**src/hdl/c3dc_pkg.sv**
```systemverilog
// shared types, constants and register codes of the 3x3 convolution block
package c3dc_pkg;

  // default sizing of the line stores and counters
  localparam int MAX_WIDTH_DEF  = 1024;
  localparam int MAX_HEIGHT_DEF = 1024;
  localparam int MIN_SIZE       = 3;

  // field widths
  localparam int PIX_W    = 8;
  localparam int POS_W    = 10;
  localparam int SIZE_W   = 11;
  localparam int DIV_W    = 16;
  localparam int COEF_W   = 16;
  localparam int COEFROW_W = 48;
  localparam int CFG_IDX_W = 3;

  // arithmetic widths
  localparam int PROD_W   = 25;
  localparam int ACC_W    = 28;
  localparam int REM_W    = 24;
  localparam int DIV_STEPS = 8;
  localparam int NUM_TAPS = 9;
  localparam int TAP_W    = 4;

  localparam logic [PIX_W-1:0] PIX_MAX = 8'd255;

  // configuration reset values
  localparam logic [SIZE_W-1:0]    LINE_WIDTH_RST   = 11'd1024;
  localparam logic [SIZE_W-1:0]    FRAME_HEIGHT_RST = 11'd1024;
  localparam logic [DIV_W-1:0]     DIVISOR_RST      = 16'd1;
  localparam logic [COEFROW_W-1:0] COEF_TOP_RST     = 48'd0;
  localparam logic [COEFROW_W-1:0] COEF_MID_RST     = 48'h0000_0001_0000;
  localparam logic [COEFROW_W-1:0] COEF_BOT_RST     = 48'd0;

  // configuration register indexes
  typedef enum logic [CFG_IDX_W-1:0] {
    CFG_LINE_WIDTH   = 3'd0,
    CFG_FRAME_HEIGHT = 3'd1,
    CFG_DIVISOR      = 3'd2,
    CFG_COEF_TOP     = 3'd3,
    CFG_COEF_MID     = 3'd4,
    CFG_COEF_BOT     = 3'd5
  } cfg_reg_e;

  // control sequencer states
  typedef enum logic [2:0] {
    ST_IDLE,
    ST_UPD,
    ST_MAC,
    ST_SAT,
    ST_DIV,
    ST_OUT
  } state_t;

  // input item
  typedef struct packed {
    logic [PIX_W-1:0] pixel_value;
    logic             frame_start;
  } in_item_t;

  // result item
  typedef struct packed {
    logic [PIX_W-1:0] filtered_value;
    logic [POS_W-1:0] out_row;
    logic [POS_W-1:0] out_col;
    logic             frame_last;
  } out_item_t;

  // payload handed from one divider cell to the next
  typedef struct packed {
    logic [REM_W-1:0]     rem;
    logic [REM_W-1:0]     dsh;
    logic [DIV_STEPS-1:0] quo;
  } div_stage_t;

endpackage

```
**src/hdl/c3dc_div_cell.sv**
```systemverilog
// one restoring division step, registered towards the next cell
module c3dc_div_cell (
  input  logic                   clk,
  input  logic                   rst_n,
  input  logic                   in_vld,
  input  c3dc_pkg::div_stage_t   in_stg,
  output logic                   out_vld,
  output c3dc_pkg::div_stage_t   out_stg
);

  logic                 vld_r;
  c3dc_pkg::div_stage_t stg_r;
  c3dc_pkg::div_stage_t stg_nxt;
  logic                 fits;

  // trial subtract of the shifted divisor
  always_comb begin
    fits          = (in_stg.rem >= in_stg.dsh);
    stg_nxt.rem   = fits ? (in_stg.rem - in_stg.dsh) : in_stg.rem;
    stg_nxt.dsh   = {1'b0, in_stg.dsh[c3dc_pkg::REM_W-1:1]};
    stg_nxt.quo   = {in_stg.quo[c3dc_pkg::DIV_STEPS-2:0], fits};
  end

  // valid flag
  always_ff @(posedge clk) begin
    if (!rst_n) begin
      vld_r <= 1'b0;
    end else begin
      vld_r <= in_vld;
    end
  end

  // stage payload
  always_ff @(posedge clk) begin
    stg_r <= stg_nxt;
  end

  assign out_vld = vld_r;
  assign out_stg = stg_r;

endmodule
```
**config.mk**
```make
export PLATFORM = sky130hd
export DESIGN_NAME = c3dc_div_cell
export DESIGN_NICKNAME = d
export VERILOG_FILES = /design/src/hdl/c3dc_pkg.sv /design/src/hdl/c3dc_div_cell.sv
export SDC_FILE = /design/constraint.sdc
export NUM_CORES = 1
export LEC_CHECK = 0
export BUFFER_PORTS_ARGS = -buffer_cell sky130_fd_sc_hd__buf_2
export CAP_MARGIN = 20
export CORE_UTILIZATION = 54
export CTS_BUF_LIST = sky130_fd_sc_hd__clkbuf_4
export DETAILED_ROUTE_END_ITERATION = 6
export PLACE_DENSITY = 0.91
export SLEW_MARGIN = 20
export SYNTH_ARGS = -nofsm -noshare
export SYNTH_HDL_FRONTEND = slang
export SYNTH_SLANG_ARGS = --single-unit
```
**constraint.sdc**
```tcl
create_clock -name clk -period 6.6 [get_ports clk]
set_input_delay 1.32 -clock clk [delete_from_list [all_inputs] [get_ports clk]]
set_output_delay 1.32 -clock clk [all_outputs]
set_load 0.05 [all_outputs]
```
==> results of run 1 <==
-- state kept, by name (all words and copies together), names as in the netlist --
name     flops
out_stg     55
out_vld      1
-- power breakdown --
group	internal [mW]	total, mW	switching [mW]
clock network	0.0776	0.180	0.102
logic	0.114	0.369	0.254
registers	0.375	0.384	0.00855
-- metal layers --
layer	vias up	global-route usage [%]
li1	1321	-
met1	1150	25.5
met2	98	38.6
met3	17	4.50
met4	0	9.67
met5	-	0
-- critical path: cells and delay by family --
family                     cells  cell delay, ns
and+or+nand+nor                1            0.14
buffers and inverters          3            0.54
muxes                          1            0.32
adders and majority gates      2            0.65
AOI/OAI and AO/OA              4            1.18
-- layout make-up --
class / count / area (um^2) / area share [%]
Clock buffer: 5 / 37.5 / 1.05
Clock inverter: 3 / 37.5 / 1.05
Inverter: 33 / 124 / 3.48
Multi-Input combinational cell: 220 / 1580 / 44.4
Sequential cell: 56 / 1120 / 31.5
Tap cell: 70 / 87.6 / 2.46
Timing Repair Buffer: 114 / 573 / 16.1
-- cell families (layout without fill, tap and decap cells) --
logic type | Yosys count | in the layout | share of synthesized area (%)
multiplexers | 5 | 5 | 2.41
XOR/XNOR | 18 | 18 | 5.42
buffers and inverters | 43 | 155 | 7.14
other | 1 | 1 | 0.129
AND/OR/NAND/NOR | 79 | 79 | 13.1
flip-flops | 56 | 56 | 38.6
adder cells (fa/ha/maj) | 25 | 25 | 11.0
AO/OA/AOI/OAI | 92 | 92 | 22.2
-- cell usage in the layout (no fill, tap or decap), drive strengths merged, types with 6 or more instances in the layout --
cell type	n
ha	24
buf	114
a21o	8
inv	33
nand2	17
o21ai	14
nor2	31
xnor2	10
a21oi	35
dfxtp	56
xor2	8
nand2b	6
-- path summary, 6_finish.rpt --
path	start	end	slack, ns	cells after the start
max	in_stg[32]	out_stg[35]$_DFF_P_	2.70	11
min	in_stg[2]	out_stg[3]$_DFF_P_	1.05	1
==> metrics.txt, run 1 <==
Die ar.=5680 um^2; CP max FO=25; top post-synthesis cells by area=dfxtp_1, ha_1, a21oi_1; fin worst setup slack=2.70 ns; Total Power=932 uW; Hold WC Path Type=primary input to flip-flop; fin. max-slew vios=0; CP Data Required Time=6.88 ns; final WL=6300 um; list of most frequent post-synthesis cells=dfxtp_1, a21oi_1, inv_1; hold_ws=1.05 ns; flops & latches, synth=56; IO Count=116; PwrDens=262 nW/um^2; core area=5140 um^2; area leader, netlist=dfxtp_1; final setup fails=0; Routed WL per cell=12.6 um; number of synthesized flops with an enable pin=0; type of origin of the critical path=primary input; Pre-antenna DRT Iters=4; GR Overflow Total=0; CP max-delay cell=a31o_1; Synth-to-Final Area Change=22.4%; die height=75.4 um; Vias=2586; VDD IR-drop max=0.121 mV; clk slew on worst S/H paths=0.15 ns; Final Util=69.3%; Clock Tree Buf Depth=2; crit path kind=primary input to flip-flop; DR vias/cell=5.16; Rows=26; Synth top area share=38.6%; Syn Nets=403; Top Layer Used=met4; synthesized cell area=2910 um^2; Post-Place Worst Slack=2.25 ns; DP Wirelength=4930 um; antenna cells=0; DR iter-0 viols=81; # hold bufs at CTS=0; Setup crit end kind=flip-flop; H-tree Lvls=2; Worst Path Arrival=4.17 ns; count leader, synth=dfxtp_1; P_leak=1.83 nW; metal2 WL=3020 um; placed cell count=493; Max Cap Violations=0; chip width=75.4 um; Synth Flop Type=dfxtp_1; Filler Cell Count=451; # resized after CTS=0; vias in the first global route=2277; WL met3=407 um; GP Congestion=0.824; FMAX=0.257 GHz; ratio of cells with drive above 1 in the final layout=31.3%; Initial Utilization=56.6%; gr usage total=21.8%; global-route wire length before repair=9490 um; slew margin rel.=53.3%; Area after DPL=3480 um^2; max incr delay on CP=0.62 ns; CTS buffer count=5; M1 wire length=2720 um; postcts setup bufs=0; clock sinks=56; Post-synth ARST share=0%; status=finished, final reports clean; Final min period=3.90 ns; CTS tree=built; Post-Synthesis Cells=319; synth unique cells=52; Hold Vio Cnt, Final=0; Seq/Total Area, Yosys=38.6%; final setup TNS=0 ns; YS warnings=0; post-route cell area=3560 um^2; Nets=514; root buffer cell=clkbuf_4; Antenna Nets Post-Route=0; initial antenna violation count=0; RSZ-0062 raised after global routing=false; worst-margin pin slew=0.700 ns; syn_area_per_cell=9.12 um^2; DRC viols=0; I/O Buffers=113; Non-Filler Instances=501; crit-path cells=buf_2 -> inv_1 -> ha_1 -> fa_1 -> nor2b_4 -> o31a_1 -> o221a_4 -> o21bai_1 -> a31o_1 -> buf_4 -> mux2_4; final period utilization=59.0%; largest net degree at the start of global routing=26
Power figures use the tool's default switching activity.
==> run 2, diff against run 1 <==
ABC_AREA = 1   (was unset)
CORE_UTILIZATION = 52   (was 54)
PLACE_DENSITY = 0.85   (was 0.91)
clock period = 3.9 ns   (was 6.6 ns; I/O delays follow)
==> metrics.txt, run 2 <==
status=finished, final reports clean; Worst Setup EP=out_stg[48]$_DFF_P_; Initial Utilization=53.7% (-2.9 points); count leader, synth=nand2_1; YS warnings=0 (unchanged); Die ar.=6880 um^2 (+21%); most frequent cells in the layout=nand2_1, inv_1, buf_2; Hold Vio Cnt, Final=0 (unchanged); Hold WC Path Type=primary input to flip-flop; postcts setup bufs=0 (unchanged); type of origin of the critical path=primary input; Vias=3494 (+35%); Max Cap Violations=0 (unchanged); synth unique cells=26 (-50%); GP Congestion=0.898 (+9.0%); fin. max-slew vios=0 (unchanged); FMAX=0.398 GHz; synthesized cell area=3410 um^2 (+17%); Clock Tree Buf Depth=2 (unchanged); gr usage total=26.7% (+4.8 points); PwrDens=409 nW/um^2 (+56%); VDD IR-drop max=0.261 mV (+120%); Routed WL per cell=12.2 um (-3.4%); Setup crit end kind=flip-flop; clk slew on worst S/H paths=0.15 ns (about the same); Rows=29 (+12%); Syn Nets=625 (+55%); die height=83.0 um (+10%); max incr delay on CP=0.41 ns (-0.21 ns); final period utilization=64.5%; GR Overflow Total=0 (unchanged); root buffer cell=clkbuf_4; CP max-delay cell=fa_1; DR vias/cell=4.77 (-7.5%); top post-synthesis cells by area=dfxtp_1, nand2_1, inv_1; # hold bufs at CTS=0 (unchanged); DR iter-0 viols=136 (+68%); clock sinks=56 (unchanged); global-route wire length before repair=15000 um (+58%); CP startpoint=in_stg[8]; Synth Flop Type=dfxtp_1; Synth top area share=32.9% (-5.7 points); crit path kind=primary input to flip-flop; Synth-to-Final Area Change=21.0%; largest net degree at the start of global routing=22 (-15%); area leader, netlist=dfxtp_1; antenna cells=0 (unchanged); Post-Synthesis Cells=541 (+70%); flops & latches, synth=56 (unchanged); DP Wirelength=7350 um (+49%); Seq/Total Area, Yosys=32.9% (-5.7 points); CP Data Required Time=4.23 ns (-2.65 ns); Area after DPL=4030 um^2 (+16%); Final Util=64.9% (-4.3 points); post-route cell area=4120 um^2 (+16%); Worst Path Arrival=2.84 ns (-1.33 ns); crit-path cells=buf_2 -> ha_1 -> fa_1 -> inv_1 -> nand2_1 -> nand2_1 -> nand3_1 -> nand2_2 -> nand2_2 -> nand4_2 -> buf_4 -> nand3_1 -> nand2_1; CP max FO=17 (-32%); worst-margin pin slew=0.520 ns (-0.181 ns); number of flip-flops in the largest register=55 (unchanged); final setup TNS=0 ns (unchanged); slew margin rel.=65.3% (+12 points); H-tree Lvls=2 (unchanged); final setup fails=0 (unchanged); commonest non-fill, non-tap cell in the layout=nand2_1; P_leak=2.56 nW (+40%); vias in the first global route=3345 (+47%); RSZ-0062 raised after global routing=false; IO Count=116 (unchanged); Pre-antenna DRT Iters=6 (+2); most used cell, CP=nand2_1; syn_area_per_cell=6.30 um^2 (-31%); Post-synth ARST share=0% (unchanged); number of synthesized flops with an enable pin=0 (unchanged); # resized after CTS=0 (unchanged); Nets=739 (+44%); final WL=8900 um (+41%); DRC viols=0 (unchanged); I/O Buffers=113 (unchanged); CTS tree=built; chip width=83.0 um (+10%); Final min period=2.51 ns; CTS buffer count=5 (unchanged); Antenna Nets Post-Route=0 (unchanged); ratio of cells with drive above 1 in the final layout=19.5% (-12 points); initial antenna violation count=0 (unchanged); core area=6350 um^2 (+24%); list of most frequent post-synthesis cells=nand2_1, inv_1, dfxtp_1
run 2: logic make-up after synthesis:
kind of cell | count (synthesis) | synth area share (%)
buf+inv | 134 | 15.6
other cells | 1 | 0.110
flops | 56 | 32.9
compound gates | 24 | 3.52
fa+ha+maj | 25 | 9.40
xor+xnor | 9 | 2.31
simple gates | 292 | 36.2
run 2: how the worst min path moves through the flow:
| stage | start | to | slack, ns | cells after the start |
|---|---|---|---|---|
| 4_1_cts | in_stg[0] | out_stg[1]$_DFF_P_ | 0.48 | 1 |
| 5_1_grt | in_stg[5] | out_stg[6]$_DFF_P_ | 0.48 | 1 |
| 3_3_place_gp | in_stg[2] | out_stg[3]$_DFF_P_ | 0.88 | 1 |
| 6_report | in_stg[1] | out_stg[2]$_DFF_P_ | 0.50 | 1 |
| 2_1_floorplan | in_stg[11] | out_stg[10]$_DFF_P_ | 0.81 | 0 |
| 3_5_place_dp | in_stg[0] | out_stg[1]$_DFF_P_ | 0.89 | 1 |
run 2: area by class of cell:
| cell class | instances | area [um^2] |
|---|---|---|
| multi-input combinational | 351 | 1760 |
| timing repair buffer | 115 | 581 |
| fill | 622 | 2230 |
| tap | 77 | 96.3 |
| sequential | 56 | 1120 |
| clock buffer | 5 | 37.5 |
| clock inverter | 2 | 60.1 |
| inverter | 126 | 473 |
run 2: where the power goes:
group / leakage, nW / internal (mW) / total [mW] / switching [mW]
Combinational: 2.03 / 0.178 / 0.661 / 0.483
Clock: 0.0513 / 0.196 / 0.378 / 0.181
Sequential: 0.472 / 0.636 / 0.650 / 0.0142
run 2: routing by layer:
| layer | part of all wire, % | global-route usage [%] | vias up | wire length, um |
|---|---|---|---|---|
| li1 | - | - | 1848 | - |
| met1 | 46 | 35.2 | 1523 | 4110 |
| met2 | 47 | 46.1 | 111 | 4150 |
| met3 | 5.4 | 2.98 | 12 | 483 |
| met4 | 1.7 | 7.21 | 0 | 154 |
| met5 | 0 | 0 | - | 0 |
run 2: metrics by stage:
stage | power [mW] | worst slack (ns) | hold slack (ns) | instances
3_3_place_gp | 1.31 | 1.03 | 0.883 | 725
5_1_grt | 1.78 | 1.22 | 0.477 | 732
6_report | 1.69 | 1.39 | 0.495 | 732
4_1_cts | 1.70 | 1.40 | 0.480 | 732
3_5_place_dp | 1.32 | 1.00 | 0.885 | 725
2_1_floorplan | 1.16 | 1.56 | 0.808 | 541
run 2: critical path, delay by kind of cell:
family	cells	cell delay, ns
fa+ha+maj	2	0.63
simple gates	8	0.96
buf+inv	3	0.46
==> run 3, diff against run 2 <==
CORE_UTILIZATION = 47   (was 52)
PLACE_DENSITY = 0.81   (was 0.85)
clock period = 2.05 ns   (was 3.9 ns; I/O delays follow)
==> metrics.txt, run 3 (synthesized netlist as in run 2, its figures left out) <==
crit-path cells=buf_2 -> inv_1 -> ha_1 -> nand2_1 -> nor2_4 -> nand2_1 -> nor2_1 -> nand2_1 -> nand4_2 -> buf_12 -> nand3_1 -> nand2_1; I/O Buffers=113 (unchanged); final WL=9310 um (+4.6%); root buffer cell=clkbuf_4; H-tree Lvls=2 (unchanged); Max Cap Violations=0 (unchanged); FMAX=0.567 GHz; clock sinks=56 (unchanged); RSZ-0062 raised after global routing=false; antenna cells=0 (unchanged); Vias=3600 (+3.0%); gr usage total=24.8% (-1.9 points); DR vias/cell=4.55 (-4.7%); Worst Path Arrival=2.10 ns (-0.74 ns); placed cell count=783 (+8.0%); Total Power=3.13 mW (+85%); final setup fails=0 (unchanged); final period utilization=86.0%; most used cell, CP=nand2_1; DRC viols=0 (unchanged); CTS buffer count=5 (unchanged); clk slew on worst S/H paths=0.17 ns (+0.02 ns); Antenna Nets Post-Route=0 (unchanged); GP Congestion=0.869 (-3.2%); postcts setup bufs=0 (unchanged); vias in the first global route=3291 (-1.6%); Final min period=1.76 ns; initial antenna violation count=0 (unchanged); Synth-to-Final Area Change=30.3%; crit path kind=primary input to flip-flop; CP max FO=18 (+1); Hold WC Path Type=primary input to flip-flop; number of flip-flops in the largest register=55 (unchanged); Post-Place Worst Slack=-0.110 ns (-1.11 ns); DP Wirelength=7870 um (+7.0%); WHS Path Cells=1 (unchanged); die height=87.2 um (+5.1%); Setup crit end kind=flip-flop; status=finished, final reports clean; GR Overflow Total=0 (unchanged); chip width=87.2 um (+5.1%); hold_ws=0.120 ns (-0.376 ns); Hold Vio Cnt, Final=0 (unchanged); CTS tree=built; Rows=30 (+3.4%); hold_sp=in_stg[4]; ratio of cells with drive above 1 in the final layout=24.2% (+4.6 points); Hold EP=out_stg[5]$_DFF_P_; Die ar.=7600 um^2 (+10%); Routed WL per cell=11.8 um (-3.2%); PwrDens=704 nW/um^2 (+72%); commonest non-fill, non-tap cell in the layout=nand2_1; Non-Filler Instances=791 (+8.1%); fin. max-slew vios=0 (unchanged); Initial Utilization=49.3% (-4.3 points); Nets=778 (+5.3%); DR iter-0 viols=203 (+49%); # resized after CTS=0 (unchanged); core area=6910 um^2 (+8.8%); P_leak=2.74 nW (+7.1%); most frequent cells in the layout=nand2_1, inv_1, buf_2; IO Count=116 (unchanged); max incr delay on CP=0.35 ns (-0.06 ns); Clock Tree Buf Depth=2 (unchanged); Pre-antenna DRT Iters=4 (-2); type of origin of the critical path=primary input; global-route wire length before repair=14700 um (-2.1%); VDD IR-drop max=0.423 mV (+62%); CP max-delay cell=ha_1; largest net degree at the start of global routing=21 (-4.5%); # hold bufs at CTS=0 (unchanged); fin worst setup slack=0.287 ns (-1.10 ns); CP Data Required Time=2.38 ns (-1.85 ns)
[run 3: per-stage QoR]
step	instance area (um^2)	util [%]	TNS, ns
floorplan	3410	-	0
finish	4440	64.3	0
detailed placement	4380	63.4	-1.57
CTS	4440	64.3	0
global placement	4380	63.4	-0.405
global route	4440	64.3	0
[run 3: area by class of cell]
cell class                 count  area (um^2)
clock buffer                   6         45.0
clock inverter                 2         16.3
fill                         715         2460
inverter                     126          473
multi-input combinational    351         1760
sequential                    56         1120
tap                           96          120
timing repair buffer         154          911
[run 3: worst max path at each step]
| stage | startpoint | end | slack (ns) | cells after the start |
|---|---|---|---|---|
| 3_3_place_gp | in_stg[8] | out_stg[47]$_DFF_P_ | -0.07 | 13 |
| 6_report | in_stg[16] | out_stg[51]$_DFF_P_ | 0.29 | 12 |
| 3_5_place_dp | in_stg[32] | out_stg[47]$_DFF_P_ | -0.11 | 14 |
| 5_1_grt | in_stg[32] | out_stg[47]$_DFF_P_ | 0.16 | 14 |
| 4_1_cts | in_stg[32] | out_stg[47]$_DFF_P_ | 0.29 | 14 |
| 2_1_floorplan | in_stg[32] | out_stg[33]$_DFF_P_ | 0.08 | 13 |
[run 3: metal layers]
layer	wire length, um	GRT usage [%]
met2	4450	43.7
met3	506	2.94
met1	4300	32.9
met5	0	0
met4	57	4.32
[run 3: report_power, final]
part	switching [mW]	leakage [nW]	internal, mW
clock network	0.360	0.0319	0.151
logic	0.945	2.23	0.438
registers	0.0244	0.472	1.21
[run 3: worst max-delay path: cells and delay by family]
family / cells / cell delay [ns]
simple gates: 8 / 1.03
fa+ha+maj: 1 / 0.35
buf+inv: 3 / 0.30
